===== config.mk =====
export PLATFORM = sky130hd
export DESIGN_NAME = brake_chopper_pi_control_core_flat
export DESIGN_NICKNAME = d
export VERILOG_FILES = /design/src/hdl/bcpi_pkg.sv /design/src/hdl/bcpi_if.sv /design/src/hdl/bcpi_datapath.sv /design/src/hdl/brake_chopper_pi_control_core.sv /design/src/flat_wrapper.sv
export SDC_FILE = /design/constraint.sdc
export NUM_CORES = 1
export LEC_CHECK = 0
export BUFFER_PORTS_ARGS = -buffer_cell sky130_fd_sc_hd__buf_2
export CAP_MARGIN = 0
export CELL_PAD_IN_SITES_DETAIL_PLACEMENT = 1
export CELL_PAD_IN_SITES_GLOBAL_PLACEMENT = 1
export CORE_AREA = 5 5 157 309
export CTS_BUF_LIST = sky130_fd_sc_hd__clkbuf_8
export CTS_CLUSTER_DIAMETER = 50
export DETAILED_ROUTE_END_ITERATION = 12
export DIE_AREA = 0 0 162 314
export GPL_ROUTABILITY_DRIVEN = 0
export PLACE_DENSITY_LB_ADDON = 0.05
export SLEW_MARGIN = 20
export SYNTH_ARGS = -nofsm -noshare
export SYNTH_HDL_FRONTEND = slang
export SYNTH_SLANG_ARGS = --single-unit

===== constraint.sdc =====
create_clock -name clk -period 8.2 [get_ports clk]
set_input_delay 0.41 -clock clk [delete_from_list [all_inputs] [get_ports clk]]
set_output_delay 0.41 -clock clk [all_outputs]
set_load 0.03 [all_outputs]

===== src/hdl/bcpi_pkg.sv =====
// ----------------------------------------------------------------------------
// Brake chopper PI control package
// Shared widths, limits, register indexes, datapath control types and the
// microcode table of the control sequencer.
// ----------------------------------------------------------------------------
`default_nettype none

package bcpi_pkg;

    // Field and datapath widths.
    localparam int ADC_W      = 16;
    localparam int GAIN_W     = 16;
    localparam int VOLT_W     = 16;
    localparam int PROD_W     = 32;
    localparam int TERM_W     = 28;
    localparam int INTEG_W    = 17;
    localparam int DUTY_W     = 16;
    localparam int CMP_W      = 10;
    localparam int PERIOD_W   = 16;
    localparam int CFG_IDX_W  = 3;
    localparam int CFG_DATA_W = 16;
    localparam int PC_W       = 4;

    // Default PWM period in counts.
    localparam int unsigned PWM_PERIOD_DEFAULT = 1023;

    // Integrator ceiling (1.0 in Q1.16) and duty ceiling (0.95 in Q0.16).
    localparam logic [INTEG_W-1:0] INTEG_MAX = 17'd65536;
    localparam logic [DUTY_W-1:0]  DUTY_MAX  = 16'd62259;

    // Configuration register indexes.
    typedef enum logic [CFG_IDX_W-1:0] {
        REG_BRAKE_ENABLE = 3'd0,
        REG_VBUS_PRESENT = 3'd1,
        REG_DIVIDER_GAIN = 3'd2,
        REG_TARGET_VOLTS = 3'd3,
        REG_PROP_GAIN    = 3'd4,
        REG_INTEG_GAIN   = 3'd5
    } cfg_reg_t;

    typedef struct packed {
        logic              brake_enable;
        logic              vbus_present;
        logic [GAIN_W-1:0] divider_gain;
        logic [VOLT_W-1:0] target_volts;
        logic [GAIN_W-1:0] prop_gain;
        logic [GAIN_W-1:0] integ_gain;
    } cfg_t;

    // Datapath operations, one per microcode step.
    typedef enum logic [3:0] {
        OP_NOP,
        OP_LOAD,
        OP_MUL_V,
        OP_SAT_V,
        OP_SUB,
        OP_MUL_P,
        OP_LD_P,
        OP_MUL_I,
        OP_ACC_I,
        OP_ADD_D,
        OP_CLEAR,
        OP_MUL_C,
        OP_LD_C,
        OP_HOLD,
        OP_EMIT
    } dp_op_t;

    // Jump conditions: taken goes to the target, otherwise to the next step.
    typedef enum logic [2:0] {
        COND_NEVER,
        COND_ALWAYS,
        COND_NO_INPUT,
        COND_DISABLED,
        COND_NOT_ABOVE,
        COND_OUT_BUSY
    } cond_t;

    typedef struct packed {
        dp_op_t          op;
        cond_t           cond;
        logic [PC_W-1:0] target;
    } uword_t;

    // Program step addresses.
    localparam logic [PC_W-1:0] STEP_WAIT  = 4'd0;
    localparam logic [PC_W-1:0] STEP_MUL_V = 4'd1;
    localparam logic [PC_W-1:0] STEP_SAT_V = 4'd2;
    localparam logic [PC_W-1:0] STEP_SUB   = 4'd3;
    localparam logic [PC_W-1:0] STEP_MUL_P = 4'd4;
    localparam logic [PC_W-1:0] STEP_LD_P  = 4'd5;
    localparam logic [PC_W-1:0] STEP_MUL_I = 4'd6;
    localparam logic [PC_W-1:0] STEP_ACC_I = 4'd7;
    localparam logic [PC_W-1:0] STEP_ADD_D = 4'd8;
    localparam logic [PC_W-1:0] STEP_CLEAR = 4'd9;
    localparam logic [PC_W-1:0] STEP_MUL_C = 4'd10;
    localparam logic [PC_W-1:0] STEP_LD_C  = 4'd11;
    localparam logic [PC_W-1:0] STEP_HOLD  = 4'd12;
    localparam logic [PC_W-1:0] STEP_EMIT  = 4'd13;
    localparam logic [PC_W-1:0] STEP_LAST  = STEP_EMIT;

    // Control signals from the sequencer to the datapath.
    typedef struct packed {
        dp_op_t op;
        logic   in_take;
    } dp_ctrl_t;

    // Status flags from the datapath back to the sequencer.
    typedef struct packed {
        logic disabled;
        logic above;
    } dp_status_t;

    // Result registers of the datapath.
    typedef struct packed {
        logic [CMP_W-1:0]  compare_value;
        logic [DUTY_W-1:0] duty_fraction;
        logic              braking;
        logic              stepped;
    } dp_result_t;

    // Microcode program.
    function automatic uword_t ucode_rom(input logic [PC_W-1:0] pc);
        uword_t w;
        w = '{op: OP_NOP, cond: COND_ALWAYS, target: STEP_WAIT};
        case (pc)
            STEP_WAIT:  w = '{op: OP_LOAD,  cond: COND_NO_INPUT,  target: STEP_WAIT};
            STEP_MUL_V: w = '{op: OP_MUL_V, cond: COND_DISABLED,  target: STEP_HOLD};
            STEP_SAT_V: w = '{op: OP_SAT_V, cond: COND_NEVER,     target: STEP_WAIT};
            STEP_SUB:   w = '{op: OP_SUB,   cond: COND_NOT_ABOVE, target: STEP_CLEAR};
            STEP_MUL_P: w = '{op: OP_MUL_P, cond: COND_NEVER,     target: STEP_WAIT};
            STEP_LD_P:  w = '{op: OP_LD_P,  cond: COND_NEVER,     target: STEP_WAIT};
            STEP_MUL_I: w = '{op: OP_MUL_I, cond: COND_NEVER,     target: STEP_WAIT};
            STEP_ACC_I: w = '{op: OP_ACC_I, cond: COND_NEVER,     target: STEP_WAIT};
            STEP_ADD_D: w = '{op: OP_ADD_D, cond: COND_ALWAYS,    target: STEP_MUL_C};
            STEP_CLEAR: w = '{op: OP_CLEAR, cond: COND_NEVER,     target: STEP_WAIT};
            STEP_MUL_C: w = '{op: OP_MUL_C, cond: COND_NEVER,     target: STEP_WAIT};
            STEP_LD_C:  w = '{op: OP_LD_C,  cond: COND_ALWAYS,    target: STEP_EMIT};
            STEP_HOLD:  w = '{op: OP_HOLD,  cond: COND_NEVER,     target: STEP_WAIT};
            STEP_EMIT:  w = '{op: OP_EMIT,  cond: COND_OUT_BUSY,  target: STEP_EMIT};
            default:    w = '{op: OP_NOP,   cond: COND_ALWAYS,    target: STEP_WAIT};
        endcase
        return w;
    endfunction

endpackage

`default_nettype wire


===== src/hdl/bcpi_if.sv =====
// ----------------------------------------------------------------------------
// Brake chopper PI control channel interfaces
// Valid/ready channels for the ADC sample and for the control result.
// ----------------------------------------------------------------------------
`default_nettype none

interface bcpi_sample_if
    import bcpi_pkg::*;
();
    logic             valid;
    logic             ready;
    logic [ADC_W-1:0] adc_volts;

    modport source (output valid, output adc_volts, input ready);
    modport sink   (input valid, input adc_volts, output ready);
endinterface

interface bcpi_result_if
    import bcpi_pkg::*;
();
    logic              valid;
    logic              ready;
    logic [CMP_W-1:0]  compare_value;
    logic [DUTY_W-1:0] duty_fraction;
    logic              braking;
    logic              stepped;

    modport source (output valid, output compare_value, output duty_fraction,
                    output braking, output stepped, input ready);
    modport sink   (input valid, input compare_value, input duty_fraction,
                    input braking, input stepped, output ready);
endinterface

`default_nettype wire


===== src/hdl/bcpi_datapath.sv =====
// ----------------------------------------------------------------------------
// Brake chopper PI control datapath
// One shared 16x16 multiplier, an adder/clamp unit and the working registers,
// driven one operation per cycle by the microcode sequencer.
// ----------------------------------------------------------------------------
`default_nettype none

module bcpi_datapath
    import bcpi_pkg::*;
#(
    parameter int unsigned PWM_PERIOD = PWM_PERIOD_DEFAULT
) (
    input  wire              clk,
    input  wire              rst_n,
    input  cfg_t             cfg,
    input  dp_ctrl_t         ctrl,
    input  wire  [ADC_W-1:0] adc_volts,
    output dp_status_t       status,
    output dp_result_t       result
);

    localparam logic [PERIOD_W-1:0] PERIOD_VAL = PERIOD_W'(PWM_PERIOD);

    logic [ADC_W-1:0]   adc_reg;
    logic [PROD_W-1:0]  prod_reg;
    logic [VOLT_W-1:0]  vbus_reg;
    logic [VOLT_W-1:0]  err_reg;
    logic [TERM_W-1:0]  pterm_reg;
    logic [INTEG_W-1:0] integ_reg;
    logic [DUTY_W-1:0]  duty_reg;
    logic [CMP_W-1:0]   compare_reg;
    logic               braking_reg;
    logic               stepped_reg;

    logic [15:0]        mul_a;
    logic [15:0]        mul_b;
    logic [TERM_W:0]    isum;
    logic [TERM_W:0]    dsum;
    logic [VOLT_W-1:0]  vbus_sat;

    // Operand selection for the shared multiplier.
    always_comb
    begin
        mul_a = '0;
        mul_b = '0;
        unique case (ctrl.op)
            OP_MUL_V:
            begin
                mul_a = cfg.vbus_present ? adc_reg : '0;
                mul_b = cfg.divider_gain;
            end
            OP_MUL_P:
            begin
                mul_a = err_reg;
                mul_b = cfg.prop_gain;
            end
            OP_MUL_I:
            begin
                mul_a = err_reg;
                mul_b = cfg.integ_gain;
            end
            OP_MUL_C:
            begin
                mul_a = duty_reg;
                mul_b = PERIOD_VAL;
            end
            default:
            begin
                mul_a = '0;
                mul_b = '0;
            end
        endcase
    end

    // Saturation of the scaled bus voltage and the two clamped sums.
    assign vbus_sat = (|prod_reg[PROD_W-1:30]) ? '1 : prod_reg[29:14];
    assign isum     = (TERM_W+1)'(integ_reg) + {1'b0, prod_reg[PROD_W-1:4]};
    assign dsum     = {1'b0, pterm_reg} + (TERM_W+1)'(integ_reg);

    // Controller state: integrator, held duty and held compare count.
    always_ff @(posedge clk or negedge rst_n)
    begin
        if (!rst_n)
        begin
            integ_reg   <= '0;
            duty_reg    <= '0;
            compare_reg <= '0;
        end
        else
        begin
            unique case (ctrl.op)
                OP_ACC_I:
                begin
                    integ_reg <= (isum > (TERM_W+1)'(INTEG_MAX)) ? INTEG_MAX
                                                                 : isum[INTEG_W-1:0];
                end
                OP_ADD_D:
                begin
                    duty_reg <= (dsum > (TERM_W+1)'(DUTY_MAX)) ? DUTY_MAX
                                                               : dsum[DUTY_W-1:0];
                end
                OP_CLEAR:
                begin
                    integ_reg <= '0;
                    duty_reg  <= '0;
                end
                OP_LD_C:
                begin
                    compare_reg <= prod_reg[16+CMP_W-1:16];
                end
                default:
                begin
                end
            endcase
        end
    end

    // Working registers, which need no reset.
    always_ff @(posedge clk)
    begin
        unique case (ctrl.op)
            OP_LOAD:
            begin
                if (ctrl.in_take)
                begin
                    adc_reg <= adc_volts;
                end
            end
            OP_MUL_V:
            begin
                prod_reg    <= mul_a * mul_b;
                stepped_reg <= 1'b1;
            end
            OP_MUL_P, OP_MUL_I, OP_MUL_C:
            begin
                prod_reg <= mul_a * mul_b;
            end
            OP_SAT_V:
            begin
                vbus_reg <= vbus_sat;
            end
            OP_SUB:
            begin
                err_reg     <= vbus_reg - cfg.target_volts;
                braking_reg <= vbus_reg > cfg.target_volts;
            end
            OP_LD_P:
            begin
                pterm_reg <= prod_reg[PROD_W-1:4];
            end
            OP_HOLD:
            begin
                braking_reg <= 1'b0;
                stepped_reg <= 1'b0;
            end
            default:
            begin
            end
        endcase
    end

    assign status.disabled = !cfg.brake_enable || (cfg.target_volts == '0);
    assign status.above    = vbus_reg > cfg.target_volts;

    assign result.compare_value = compare_reg;
    assign result.duty_fraction = duty_reg;
    assign result.braking       = braking_reg;
    assign result.stepped       = stepped_reg;

endmodule

`default_nettype wire


===== src/hdl/brake_chopper_pi_control_core.sv =====
// ----------------------------------------------------------------------------
// Brake chopper PI control core
// Microcoded PI controller that turns bus-voltage samples into a PWM duty.
// ----------------------------------------------------------------------------
// Usage: sample_in carries one ADC divider reading per transaction; result_out
// returns exactly one transaction per sample with the compare count, the duty
// in Q0.16, and the braking and stepped flags. The cfg_we/cfg_index/cfg_data
// port writes the six registers; write them only while the block is idle.
// Each sample runs a short microcode program over one shared 16x16
// multiplier, one step per clock while the output is not stalled. Above
// target the steps are scale, saturate, subtract, proportional multiply and
// load, integral multiply and accumulate, duty sum, compare multiply and
// load, then emit; at or below target the subtract is followed by a clear
// of the integrator and duty and then the compare steps; when the block is
// disabled or the target is zero the scaling step goes to hold, then emit.
// sample_in.ready is high only in the wait step, so a new sample can be taken
// the cycle after the previous result was loaded, while that result can
// still be waiting in the output register. If the receiver stalls with a
// result pending, the program holds in its emit step until the slot frees.
// Reset returns the cfg registers to their defaults and clears the integrator,
// the held duty and the held compare count; no result is pending after reset.
// ----------------------------------------------------------------------------
`default_nettype none

module brake_chopper_pi_control_core
    import bcpi_pkg::*;
#(
    parameter int unsigned PWM_PERIOD = PWM_PERIOD_DEFAULT
) (
    input  wire                  clk,
    input  wire                  rst_n,
    bcpi_sample_if.sink          sample_in,
    bcpi_result_if.source        result_out,
    input  wire                  cfg_we,
    input  wire [CFG_IDX_W-1:0]  cfg_index,
    input  wire [CFG_DATA_W-1:0] cfg_data
);

    cfg_t            cfg_reg;
    logic [PC_W-1:0] pc_reg;
    logic [PC_W-1:0] pc_next;
    logic            out_valid_reg;
    logic            out_valid_next;
    dp_result_t      out_data_reg;

    uword_t          uword;
    dp_ctrl_t        ctrl;
    dp_status_t      status;
    dp_result_t      result;
    logic            in_take;
    logic            out_busy;
    logic            emit_fire;
    logic            jump;

    // Configuration registers.
    always_ff @(posedge clk or negedge rst_n)
    begin
        if (!rst_n)
        begin
            cfg_reg.brake_enable <= 1'b0;
            cfg_reg.vbus_present <= 1'b0;
            cfg_reg.divider_gain <= 16'd256;
            cfg_reg.target_volts <= '0;
            cfg_reg.prop_gain    <= '0;
            cfg_reg.integ_gain   <= '0;
        end
        else if (cfg_we)
        begin
            case (cfg_reg_t'(cfg_index))
                REG_BRAKE_ENABLE: cfg_reg.brake_enable <= cfg_data[0];
                REG_VBUS_PRESENT: cfg_reg.vbus_present <= cfg_data[0];
                REG_DIVIDER_GAIN: cfg_reg.divider_gain <= cfg_data;
                REG_TARGET_VOLTS: cfg_reg.target_volts <= cfg_data;
                REG_PROP_GAIN:    cfg_reg.prop_gain    <= cfg_data;
                REG_INTEG_GAIN:   cfg_reg.integ_gain   <= cfg_data;
                default:
                begin
                end
            endcase
        end
    end

    // Microcode fetch and handshake qualifiers.
    assign uword     = ucode_rom(pc_reg);
    assign in_take   = (uword.op == OP_LOAD) && sample_in.valid;
    assign out_busy  = out_valid_reg && !result_out.ready;
    assign emit_fire = (uword.op == OP_EMIT) && !out_busy;

    // Jump condition evaluation.
    always_comb
    begin
        unique case (uword.cond)
            COND_NEVER:     jump = 1'b0;
            COND_ALWAYS:    jump = 1'b1;
            COND_NO_INPUT:  jump = !sample_in.valid;
            COND_DISABLED:  jump = status.disabled;
            COND_NOT_ABOVE: jump = !status.above;
            COND_OUT_BUSY:  jump = out_busy;
            default:        jump = 1'b1;
        endcase
    end

    // Step counter next value.
    always_comb
    begin
        priority if (jump)
            pc_next = uword.target;
        else if (pc_reg == STEP_LAST)
            pc_next = STEP_WAIT;
        else
            pc_next = pc_reg + 1'b1;
    end

    // Output slot occupancy.
    always_comb
    begin
        priority if (emit_fire)
            out_valid_next = 1'b1;
        else if (result_out.ready)
            out_valid_next = 1'b0;
        else
            out_valid_next = out_valid_reg;
    end

    always_ff @(posedge clk or negedge rst_n)
    begin
        if (!rst_n)
        begin
            pc_reg        <= STEP_WAIT;
            out_valid_reg <= 1'b0;
        end
        else
        begin
            pc_reg        <= pc_next;
            out_valid_reg <= out_valid_next;
        end
    end

    // Output payload register.
    always_ff @(posedge clk)
    begin
        if (emit_fire)
        begin
            out_data_reg <= result;
        end
    end

    assign ctrl.op      = uword.op;
    assign ctrl.in_take = in_take;

    bcpi_datapath #(
        .PWM_PERIOD (PWM_PERIOD)
    ) u_datapath (
        .clk       (clk),
        .rst_n     (rst_n),
        .cfg       (cfg_reg),
        .ctrl      (ctrl),
        .adc_volts (sample_in.adc_volts),
        .status    (status),
        .result    (result)
    );

    assign sample_in.ready          = (uword.op == OP_LOAD);
    assign result_out.valid         = out_valid_reg;
    assign result_out.compare_value = out_data_reg.compare_value;
    assign result_out.duty_fraction = out_data_reg.duty_fraction;
    assign result_out.braking       = out_data_reg.braking;
    assign result_out.stepped       = out_data_reg.stepped;

    // An accepted sample always starts the program at the scaling step.
    assert property (@(posedge clk) disable iff (!rst_n)
        sample_in.valid && sample_in.ready |=> pc_reg == STEP_MUL_V)
        else $error("accepted sample did not start the program");

    // A free output slot in the emit step always yields a pending result.
    assert property (@(posedge clk) disable iff (!rst_n)
        pc_reg == STEP_EMIT && !out_busy |=> out_valid_reg)
        else $error("emit step did not load the result slot");

    // A pending result never carries a duty above the ceiling.
    assert property (@(posedge clk) disable iff (!rst_n)
        result_out.valid |-> result_out.duty_fraction <= DUTY_MAX)
        else $error("duty above ceiling");

    // A result from a skipped step never reports braking.
    assert property (@(posedge clk) disable iff (!rst_n)
        result_out.valid && !result_out.stepped |-> !result_out.braking)
        else $error("braking reported without a control step");

    // No sample is taken while the output slot is still being loaded.
    assert property (@(posedge clk) disable iff (!rst_n)
        pc_reg == STEP_EMIT |-> !sample_in.ready)
        else $error("input ready during emit step");

endmodule

`default_nettype wire

===== src/flat_wrapper.sv =====
// flat-port wrapper written by rule: the top's interface ports become plain ports
module brake_chopper_pi_control_core_flat import bcpi_pkg::*;
#(
    parameter int unsigned PWM_PERIOD = PWM_PERIOD_DEFAULT
)
  (clk, rst_n, cfg_we, cfg_index, cfg_data, sample_in_valid, sample_in_adc_volts, sample_in_ready, result_out_valid, result_out_compare_value, result_out_duty_fraction, result_out_braking, result_out_stepped, result_out_ready);
  bcpi_sample_if sample_in_i ();
  bcpi_result_if result_out_i ();
  input  wire clk;
  input  wire rst_n;
  input  wire cfg_we;
  input  wire [CFG_IDX_W-1:0] cfg_index;
  input  wire [CFG_DATA_W-1:0] cfg_data;
  input wire logic [$bits(sample_in_i.valid)-1:0] sample_in_valid;
  input wire logic [$bits(sample_in_i.adc_volts)-1:0] sample_in_adc_volts;
  output wire logic [$bits(sample_in_i.ready)-1:0] sample_in_ready;
  output wire logic [$bits(result_out_i.valid)-1:0] result_out_valid;
  output wire logic [$bits(result_out_i.compare_value)-1:0] result_out_compare_value;
  output wire logic [$bits(result_out_i.duty_fraction)-1:0] result_out_duty_fraction;
  output wire logic [$bits(result_out_i.braking)-1:0] result_out_braking;
  output wire logic [$bits(result_out_i.stepped)-1:0] result_out_stepped;
  input wire logic [$bits(result_out_i.ready)-1:0] result_out_ready;
  assign sample_in_i.valid = sample_in_valid;
  assign sample_in_i.adc_volts = sample_in_adc_volts;
  assign sample_in_ready = sample_in_i.ready;
  assign result_out_valid = result_out_i.valid;
  assign result_out_compare_value = result_out_i.compare_value;
  assign result_out_duty_fraction = result_out_i.duty_fraction;
  assign result_out_braking = result_out_i.braking;
  assign result_out_stepped = result_out_i.stepped;
  assign result_out_i.ready = result_out_ready;
  brake_chopper_pi_control_core #(.PWM_PERIOD(PWM_PERIOD)) u_core (.clk(clk), .rst_n(rst_n), .sample_in(sample_in_i), .result_out(result_out_i), .cfg_we(cfg_we), .cfg_index(cfg_index), .cfg_data(cfg_data));
endmodule

==> results of run 1 <==
placed cells by master (no fill, tap or decap), types with 68 or more instances in the layout:
| cell type | netlist | routed |
|---|---|---|
| nand2_1 | 248 | 242 |
| dfrtp_1 | 113 | 112 |
| inv_1 | 265 | 275 |
| a21oi_1 | 85 | 81 |
| ha_1 | 158 | 156 |
| buf_4 | 2 | 115 |
| nor2_1 | 186 | 179 |
| mux2_2 | 76 | 76 |
| buf_2 | 3 | 68 |
| edfxtp_1 | 134 | 134 |
| fa_1 | 197 | 197 |
synth_stat cells (all sizes together) (18+ instances only):
| cell | n |
|---|---|
| nand2 | 248 |
| edfxtp | 134 |
| nand2b | 25 |
| xnor2 | 40 |
| a21o | 37 |
| clkbuf | 66 |
| xor2 | 20 |
| and2 | 26 |
| ha | 158 |
| a22oi | 26 |
| a21oi | 86 |
| o21ai | 80 |
| inv | 265 |
| a31oi | 18 |
| fa | 197 |
| nor3 | 31 |
| nand3 | 27 |
| nor2 | 186 |
| a211oi | 23 |
| or3 | 25 |
| mux2 | 76 |
| dfrtp | 113 |
cell type report:
class	instances	area (sq um)	share of cell area
Antenna cell	1	2.50	0.000103
Clock buffer	40	551	0.0227
Timing Repair Buffer	211	1600	0.0663
Inverter	265	995	0.0411
Multi-Input combinational cell	1550	13300	0.548
Sequential cell	248	6880	0.284
Tap cell	565	707	0.0292
Clock inverter	31	195	0.00806
worst min path at each step:
stage | cells after the start | end | slack [ns]
after floorplan | 0 | u_core.cfg_reg[0] | 0.11
final | 1 | u_core.u_datapath.adc_reg[4] | 0.05
after CTS | 1 | u_core.u_datapath.adc_reg[4] | 0.003
after detailed placement | 0 | u_core.result_out.braking | 0.41
after global routing | 1 | u_core.u_datapath.adc_reg[4] | 0.02
after global placement | 0 | u_core.result_out.braking | 0.41
worst max-delay path: cells and delay by family, from the launching register on:
kind,cells,cell delay [ns]
adders and majority gates,9,3.48
AOI/OAI and AO/OA,9,1.71
and+or+nand+nor,5,1.22
buffers and inverters,6,0.75
DFF,1,0.45
xor gates and xnor gates,1,0.11
stage by stage:
stage	util	cell area [sq um]	setup slack (ns)	hold slack [ns]	TNS, ns
finish	0.528	24200	0.190	0.0470	0
global route	0.528	24200	-0.0323	0.0210	-0.0432
CTS	0.525	24000	0.000369	0.00350	0
detailed placement	0.505	23100	-0.0623	0.406	-0.0623
global placement	0.505	23100	0.149	0.406	0
floorplan	-	21300	0.220	0.114	0
cells by family after synthesis:
group | Yosys count | share of synthesized area
mux | 83 | 0.0436
flops | 248 | 0.324
compound gates | 391 | 0.127
simple gates | 661 | 0.143
xor+xnor | 60 | 0.0247
fa+ha+maj | 355 | 0.279
buf+inv | 336 | 0.0599
per-layer routing:
metal,track usage,wire length [um]
met2,0.576,41300
met4,0.195,6130
met1,0.287,24600
met5,0,0
met3,0.0242,1930
what timing repair did:
item	CTS	global route
hold buffers	15	0
buffers inserted	0	3
gates resized for setup	6	34
endpoints found under the hold margin	57	0
cloned	0	1
pin swaps	1	5
endpoints found under the setup margin	1	13
power by group through the flow:
| stage | Clock [mW] | Sequential, mW | Combinational [mW] |
|---|---|---|---|
| final | 1.04 | 2.29 | 5.84 |
| after global placement | 0 | 2.29 | 5.56 |
| after CTS | 1.07 | 2.28 | 5.79 |
| after floorplan | 0 | 2.10 | 3.47 |
| after detailed placement | 0 | 2.30 | 5.72 |
| after global routing | 1.12 | 2.31 | 6.40 |
==> impl_metrics.py, run 1 <==
metrics = {
    "run_status": {
        "status": "completed",
    },
    "detailed_routing": {
        "finalWirelength_um": 74000,
        "drc": 0,
        "drt-pass1-iter-count": 5,
        "num_vias": 17007,
        "vias_per_cell": 5.84,
        "ant_nets": 0,
        "drt-initial-drc-count": 795,
        "wl_per_cell_um": 25.4,
    },
    "floorplan": {
        "die_h_um": 314,
        "dieArea_sq_mm": 0.0509,
        "io_pins": 70,
        "die_x_um": 162,
        "num_rows": 111,
        "core_sq_mm": 0.0458,
        "start_util": 0.464,
    },
    "power": {
        "p_sw_mw": 4.56,
        "pwr_density_cell_mw_per_mm2": 379,
        "p_clk_frac": 0.113,
        "irDropWorstVdd_uv": 203,
        "power_mw": 9.17,
        "power.internal_mw": 4.60,
        "netSwitchingFraction": 0.498,
        "p_leak_nw": 11.1,
        "power_frac_comb": 0.637,
        "seqPwrFrac": 0.250,
    },
    "critical_path": {
        "crit_end": "u_core.u_datapath.prod_reg[31]",
        "reg2reg_depth": 30,
        "r2r_setup_slack_ns": 0.19,
        "required_ns": 8.53,
        "crit_top_cell": "fa_1",
        "crit_type": "reg -> reg",
        "cp-start-kind": "register",
        "critPathLaunch": "u_core.pc_reg[1]",
        "end_kind": "register",
        "r2r-start": "u_core.pc_reg[1]",
        "cp_slowest_cell": "fa_1",
        "critPathMaxFanout": 6,
        "timing.rr.end": "u_core.u_datapath.prod_reg[31]",
        "slowest_delay_ns": 0.52,
        "critPathArrivalTime_ns": 8.34,
    },
    "global_routing": {
        "grt_antenna_before_repair": 2,
        "grt_pass1_wl_um": 113000,
        "grt_pass1_vias": 19442,
        "grt_max_degree": 71,
        "grt_usage": 0.294,
        "overflow": 0,
    },
    "clock_tree": {
        "cts_root_buf": "clkbuf_8",
        "ctsLongestPathBuffers": 3,
        "clock_latency_ns": 0.60,
        "cts.sinks": 248,
        "cts_tree": "done",
        "clk_pin_slew_ns": 0.07,
        "htree_levels": 2,
        "numCtsBuffers": 39,
    },
    "yosys": {
        "seq_area_frac_synth": 0.324,
        "yosysTopAreaCell": "edfxtp_1",
        "synthCells": 2134,
        "synth_nets": 2529,
        "yosys_warnings": 0,
        "yosysTopAreaCellShare": 0.189,
        "async_flop_share": 0.460,
        "synth_edf_count": 134,
        "ys_types": 85,
        "syn_area_sq_mm": 0.0213,
        "synth_ff_type": "edfxtp_1",
        "synth_area_leaders": "edfxtp_1 19%, fa_1 19%, dfrtp_1 13%, ha_1 9.3%, inv_1 4.7%",
        "syn_avg_cell_area_sq_um": 9.96,
        "synth_seq_cells": 248,
    },
    "layout": {
        "drive_gt1_frac": 0.176,
        "fin_cells": 2911,
        "fillCellCount": 5185,
        "largest_reg_flops": 66,
        "fin_nets": 2710,
        "area_delta_synth_final_pct": 13.9,
    },
    "timing": {
        "worst_pin_slew_ns": 1.11,
        "finClkSkew_ns": 0.0217,
        "period_minus_slack_ns": 8.01,
        "period_share": 0.977,
        "slew_viol_final": 0,
        "achievable-frequency_ghz": 0.125,
        "maxSlewHeadroom": 0.259,
        "setup_viol": 0,
        "final-hold-violation-count": 0,
    },
    "min_path": {
        "hp-start": "sample_in_adc_volts[4]",
        "hp-class": "in -> reg",
    },
    "flow_run": {
        "drv_cap": 0,
    },
    "placed_design": {
        "port_buffers": 69,
        "hpwl_um": 61300,
        "placed_cells": 2819,
    },
}
Power figures use the tool's default switching activity.
==> run 2, diff against run 1 <==
--- a/config.mk
+++ b/config.mk
@@ -6,7 +6,7 @@
 export NUM_CORES = 1
 export LEC_CHECK = 0
 export BUFFER_PORTS_ARGS = -buffer_cell sky130_fd_sc_hd__buf_2
-export CAP_MARGIN = 0
+export CAP_MARGIN = 15
 export CELL_PAD_IN_SITES_DETAIL_PLACEMENT = 1
 export CELL_PAD_IN_SITES_GLOBAL_PLACEMENT = 1
 export CORE_AREA = 5 5 157 309
@@ -16,6 +16,7 @@
 export DIE_AREA = 0 0 162 314
 export GPL_ROUTABILITY_DRIVEN = 0
 export PLACE_DENSITY_LB_ADDON = 0.05
+export REMOVE_ABC_BUFFERS = 1
 export SLEW_MARGIN = 20
 export SYNTH_ARGS = -nofsm -noshare
 export SYNTH_HDL_FRONTEND = slang
==> run 2 against run 1 <==
Net effect: non-clock buffer count shrank 5; cell count is the same; die area is the same; critical path depth shrank 1; sequential share of layout area shrank 0.086 points; setup slack gained 0.030 ns; routed wire length grew 0.35%.
==> impl_metrics.py, run 2 (synthesized netlist as in run 1, its figures left out) <==
metrics = {
    "run_status": {
        "status": "completed",
    },
    "critical_path": {
        "path_buf_inv": 6,
        "cp_top_family": "adder cells",
        "end_kind": "register",
        "slowest_delay_ns": 0.56,
        "reg2reg_depth": 29,
        "critPathArrivalTime_ns": 8.31,
        "critPathMaxFanout": 19,
        "crit_type": "reg -> reg",
        "cp.depth": 29,
        "cp-start-kind": "register",
        "cp_slowest_cell": "fa_1",
        "required_ns": 8.53,
        "crit_top_cell": "fa_1",
    },
    "global_routing": {
        "grt_antenna_before_repair": 1,
        "overflow": 0,
        "grt_pass1_wl_um": 114000,
        "grt_pass1_vias": 19403,
        "grt_max_degree": 62,
        "grt_usage": 0.297,
    },
    "detailed_routing": {
        "ant_nets": 0,
        "drt-initial-drc-count": 683,
        "drc": 0,
        "vias_per_cell": 5.86,
        "finalWirelength_um": 74200,
        "drt-pass1-iter-count": 5,
        "wl_per_cell_um": 25.5,
        "num_vias": 17058,
    },
    "layout": {
        "final_util": 0.530,
        "largest_reg_flops": 66,
        "fillCellCount": 5111,
        "fin_cells": 2911,
        "layout_commonest_cell": "inv_1",
        "area_delta_synth_final_pct": 14.3,
        "fin_nets": 2707,
        "finish.instance_area_sq_mm": 0.0243,
        "drive_gt1_frac": 0.180,
        "layout_common_cells": "273 x inv_1, 240 x nand2_1, 197 x fa_1",
    },
    "placed_design": {
        "port_buffers": 69,
        "placed_cells": 2812,
        "hpwl_um": 62100,
        "place_area_sq_mm": 0.0230,
        "dp_slack_ns": -0.0669,
    },
    "floorplan": {
        "die_h_um": 314,
        "core_sq_mm": 0.0458,
        "start_util": 0.464,
        "num_rows": 111,
        "die_x_um": 162,
        "io_pins": 70,
        "dieArea_sq_mm": 0.0509,
    },
    "timing": {
        "final-hold-violation-count": 0,
        "finClkSkew_ns": 0.0378,
        "period_share": 0.973,
        "achievable-frequency_ghz": 0.125,
        "finalSetupTns_ns": 0,
        "period_minus_slack_ns": 7.98,
        "maxSlewHeadroom": 0.300,
        "layout_setup_ws_ns": 0.220,
        "slew_viol_final": 0,
        "setup_viol": 0,
        "worst_pin_slew_ns": 1.05,
    },
    "clock_tree": {
        "cts_root_buf": "clkbuf_8",
        "clk_pin_slew_ns": 0.06,
        "ctsLongestPathBuffers": 3,
        "cts.sinks": 248,
        "numCtsBuffers": 41,
        "cts_tree": "done",
        "htree_levels": 2,
        "clock_latency_ns": 0.59,
    },
    "min_path": {
        "hp-class": "in -> reg",
        "min_path_cells": 1,
    },
    "power": {
        "p_leak_nw": 11.1,
        "pwr_density_cell_mw_per_mm2": 385,
        "irDropWorstVdd_uv": 299,
    },
    "flow_run": {
        "drv_cap": 0,
    },
}
[run 2: stage by stage]
stage                     power, mW  hold slack [ns]
after floorplan                5.48            0.114
after global placement         7.82            0.405
after detailed placement       8.00            0.436
after CTS                      9.23           0.0396
after global routing           10.0           0.0530
final                          9.35           0.0658
[run 2: final timing paths]
path | start | slack [ns] | to
max | u_core.pc_reg[0] | 0.22 | u_core.u_datapath.prod_reg[31]
min | sample_in_adc_volts[2] | 0.07 | u_core.u_datapath.adc_reg[2]
max reg2reg | u_core.pc_reg[0] | 0.22 | u_core.u_datapath.prod_reg[31]
min reg2reg | u_core.u_datapath.prod_reg[6] | 0.44 | u_core.u_datapath.pterm_reg[2]
max in group asynchronous | rst_n | 6.46 | u_core.u_datapath.integ_reg[0]
min in group asynchronous | rst_n | 0.39 | u_core.cfg_reg[11]
[run 2: per-layer routing]
metal	global-route usage	vias up	wire [um]
met5	0	-	0
met4	0.221	0	7440
met3	0.0220	253	1750
met2	0.579	444	41200
met1	0.282	8702	23900
li1	-	7659	-
[run 2: worst register-to-register path, delay by kind of cell, from the launching register on]
kind / cells / cell delay [ns]
AND/OR/NAND/NOR: 6 / 1.20
AO/OA/AOI/OAI: 7 / 1.47
adder cells (fa/ha/maj): 9 / 3.83
XOR/XNOR: 1 / 0.08
buffers and inverters: 6 / 0.63
flip-flops: 1 / 0.50
[run 2: final cells by class]
class	count	area [sq um]	share of cell area
inverter	265	1000	0.0413
multi-input combinational	1550	13300	0.548
timing repair buffer	206	1490	0.0615
antenna	1	2.50	0.000103
tap	565	707	0.0291
clock buffer	46	633	0.0261
clock inverter	30	256	0.0106
sequential	248	6880	0.283
[run 2: report_power, final]
| part | internal, mW | switching [mW] |
|---|---|---|
| Clock | 0.650 | 0.528 |
| Combinational | 2.21 | 3.66 |
| Sequential | 1.89 | 0.410 |
| Total | 4.75 | 4.59 |
[run 2: timing repair]
action / 4_1_cts / 5_1_grt
resized for setup: 6 / 49
setup buffers: 0 / 9
pin swaps: 1 / 4
endpoints found under the setup margin: 5 / 13
hold buffers: 12 / 0
endpoints found under the hold margin: 63 / 0
==> run 3, diff against run 2 <==
--- a/config.mk
+++ b/config.mk
@@ -16,6 +16,7 @@
 export DIE_AREA = 0 0 162 314
 export GPL_ROUTABILITY_DRIVEN = 0
 export PLACE_DENSITY_LB_ADDON = 0.05
+export RECOVER_POWER = 50
 export REMOVE_ABC_BUFFERS = 1
 export SLEW_MARGIN = 20
 export SYNTH_ARGS = -nofsm -noshare
==> constraint.sdc (replaced) <==
create_clock -name clk -period 8.2 [get_ports clk]
set_input_delay 1.64 -clock clk [delete_from_list [all_inputs] [get_ports clk]]
set_output_delay 1.64 -clock clk [all_outputs]
set_load 0.03 [all_outputs]
==> run 3 against run 2 <==
Net effect: the flow now finishes with violations (capacitance limit, slew limit); final area is 0.54% lower; clock-buffer cell count stayed put; total power is 0.10% lower; die area stayed put; sequential share of layout area is 0.15 points higher; maximum frequency is 0.18% lower; setup slack worse by 0.014 ns; clock skew is 0.00096 ns lower; largest power group unchanged; highest routed layer unchanged.
==> impl_metrics.py, run 3 (synthesized netlist as in run 1, its figures left out) <==
metrics = {
    "detailed_routing": {
        "finalWirelength_um": 74100,
        "vias_per_cell": 5.84,
        "ant_nets": 0,
        "wl_per_cell_um": 25.6,
        "drt-initial-drc-count": 663,
        "drt-pass1-iter-count": 4,
        "drc": 0,
        "num_vias": 16916,
    },
    "timing": {
        "final-hold-violation-count": 0,
        "finalSetupTns_ns": 0,
        "achievable-frequency_ghz": 0.125,
        "finClkSkew_ns": 0.0368,
        "slew_viol_final": 55,
        "maxSlewHeadroom": -0.895,
        "hold_slack_ns": 0.443,
        "worst_pin_slew_ns": 2.84,
        "period_minus_slack_ns": 7.99,
        "setup_viol": 0,
        "period_share": 0.975,
    },
    "global_routing": {
        "grt_usage": 0.296,
        "grt_pass1_vias": 19334,
        "overflow": 0,
        "top_usage_layer": "met2",
        "grt_pass1_wl_um": 113000,
        "grt_antenna_before_repair": 1,
        "met1_usage": 0.282,
        "met3_usage": 0.0216,
        "grt_max_degree": 62,
        "use_met2": 0.578,
    },
    "clock_tree": {
        "clock_latency_ns": 0.59,
        "cts_hold_buf": 0,
        "cts.sinks": 248,
        "htree_levels": 2,
        "cts_root_buf": "clkbuf_8",
        "clk_pin_slew_ns": 0.06,
        "cts_tree": "done",
        "numCtsBuffers": 41,
        "ctsLongestPathBuffers": 3,
    },
    "power": {
        "p_clk_frac": 0.126,
        "seqPwrFrac": 0.247,
        "netSwitchingFraction": 0.491,
        "power.internal_mw": 4.75,
        "irDropWorstVdd_uv": 296,
        "p_sw_mw": 4.59,
        "power_mw": 9.34,
        "pwr_density_cell_mw_per_mm2": 386,
        "p_leak_nw": 11.0,
        "power_frac_comb": 0.627,
    },
    "placed_design": {
        "port_buffers": 69,
        "hpwl_um": 62100,
    },
    "floorplan": {
        "io_pins": 70,
        "die_x_um": 162,
        "die_h_um": 314,
        "num_rows": 111,
        "dieArea_sq_mm": 0.0509,
        "core_sq_mm": 0.0458,
        "start_util": 0.464,
    },
    "layout": {
        "area_delta_synth_final_pct": 13.6,
        "layout_commonest_cell": "inv_1",
        "layout_common_cells": "273 x inv_1, 240 x nand2_1, 197 x fa_1",
        "largest_reg_flops": 66,
        "drive_gt1_frac": 0.178,
        "fin_nets": 2695,
        "final_util": 0.527,
    },
    "critical_path": {
        "end_kind": "register",
        "path_buf_inv": 6,
        "slowest_delay_ns": 0.57,
        "cp-start-kind": "register",
        "cp_slowest_cell": "fa_1",
        "crit_top_cell": "fa_1",
        "critPathArrivalTime_ns": 8.33,
        "crit_type": "reg -> reg",
        "required_ns": 8.53,
        "critPathMaxFanout": 19,
        "cp_top_family": "adder cells",
    },
    "min_path": {
        "hp-class": "reg -> reg",
    },
    "run_status": {
        "violations": "capacitance limit, slew limit",
        "status": "finished with violations",
    },
    "flow_run": {
        "drv_cap": 1,
    },
}
[run 3: cell count changes in the layout (fill, tap and decap cells not counted)]
cell | before | now
buf_2 | 68 | 62
buf_4 | 115 | 114
clkbuf_1 | 0 | 7
dlygate4sd3_1 | 12 | 0
[run 3: final cells by class]
type                            instances  area (sq um)
Multi-Input combinational cell       1550         13300
Inverter                              265          1000
Antenna cell                            1          2.50
Sequential cell                       248          6880
Clock inverter                         30           256
Fill cell                            5129         21700
Clock buffer                           46           633
Tap cell                              565           707
Timing Repair Buffer                  194          1360
[run 3: power by group through the flow]
stage | Sequential [mW] | Clock [mW] | Combinational, mW
finish | 2.30 | 1.18 | 5.86
global route | 2.33 | 1.26 | 6.42
CTS | 2.29 | 1.20 | 5.73
detailed placement | 2.31 | 0 | 5.68
global placement | 2.30 | 0 | 5.52
floorplan | 2.13 | 0 | 3.35
[run 3: per-stage QoR]
step / cells / area (sq um) / setup WS (ns)
detailed placement: 2812 / 23000 / -0.0669
global placement: 2812 / 23000 / 0.0270
finish: 2899 / 24200 / 0.205
CTS: 2888 / 23900 / 0.000906
global route: 2899 / 24200 / -0.0958
floorplan: 2063 / 21000 / -0.0793
[run 3: path summary, 6_finish.rpt]
path	end	cells after the start	from	slack (ns)
setup / recovery	u_core.u_datapath.prod_reg[31]	29	u_core.pc_reg[0]	0.21
hold / removal	u_core.u_datapath.pterm_reg[2]	0	u_core.u_datapath.prod_reg[6]	0.44
setup reg to reg	u_core.u_datapath.prod_reg[31]	29	u_core.pc_reg[0]	0.21
hold reg to reg	u_core.u_datapath.pterm_reg[2]	0	u_core.u_datapath.prod_reg[6]	0.44
max in group asynchronous	u_core.u_datapath.integ_reg[0]	2	rst_n	4.14
min in group asynchronous	u_core.cfg_reg[11]	1	rst_n	1.96
[run 3: timing repair]
item,4_1_cts,5_1_grt
resized for setup,6,49
pin swaps,1,4
setup buffers,0,9
setup endpoints to repair,5,13
[run 3: layer usage]
metal | up-vias | wire (um)
li1 | 7625 | -
met1 | 8622 | 23900
met3 | 250 | 1660
met4 | 0 | 7350
met2 | 419 | 41200
met5 | - | 0
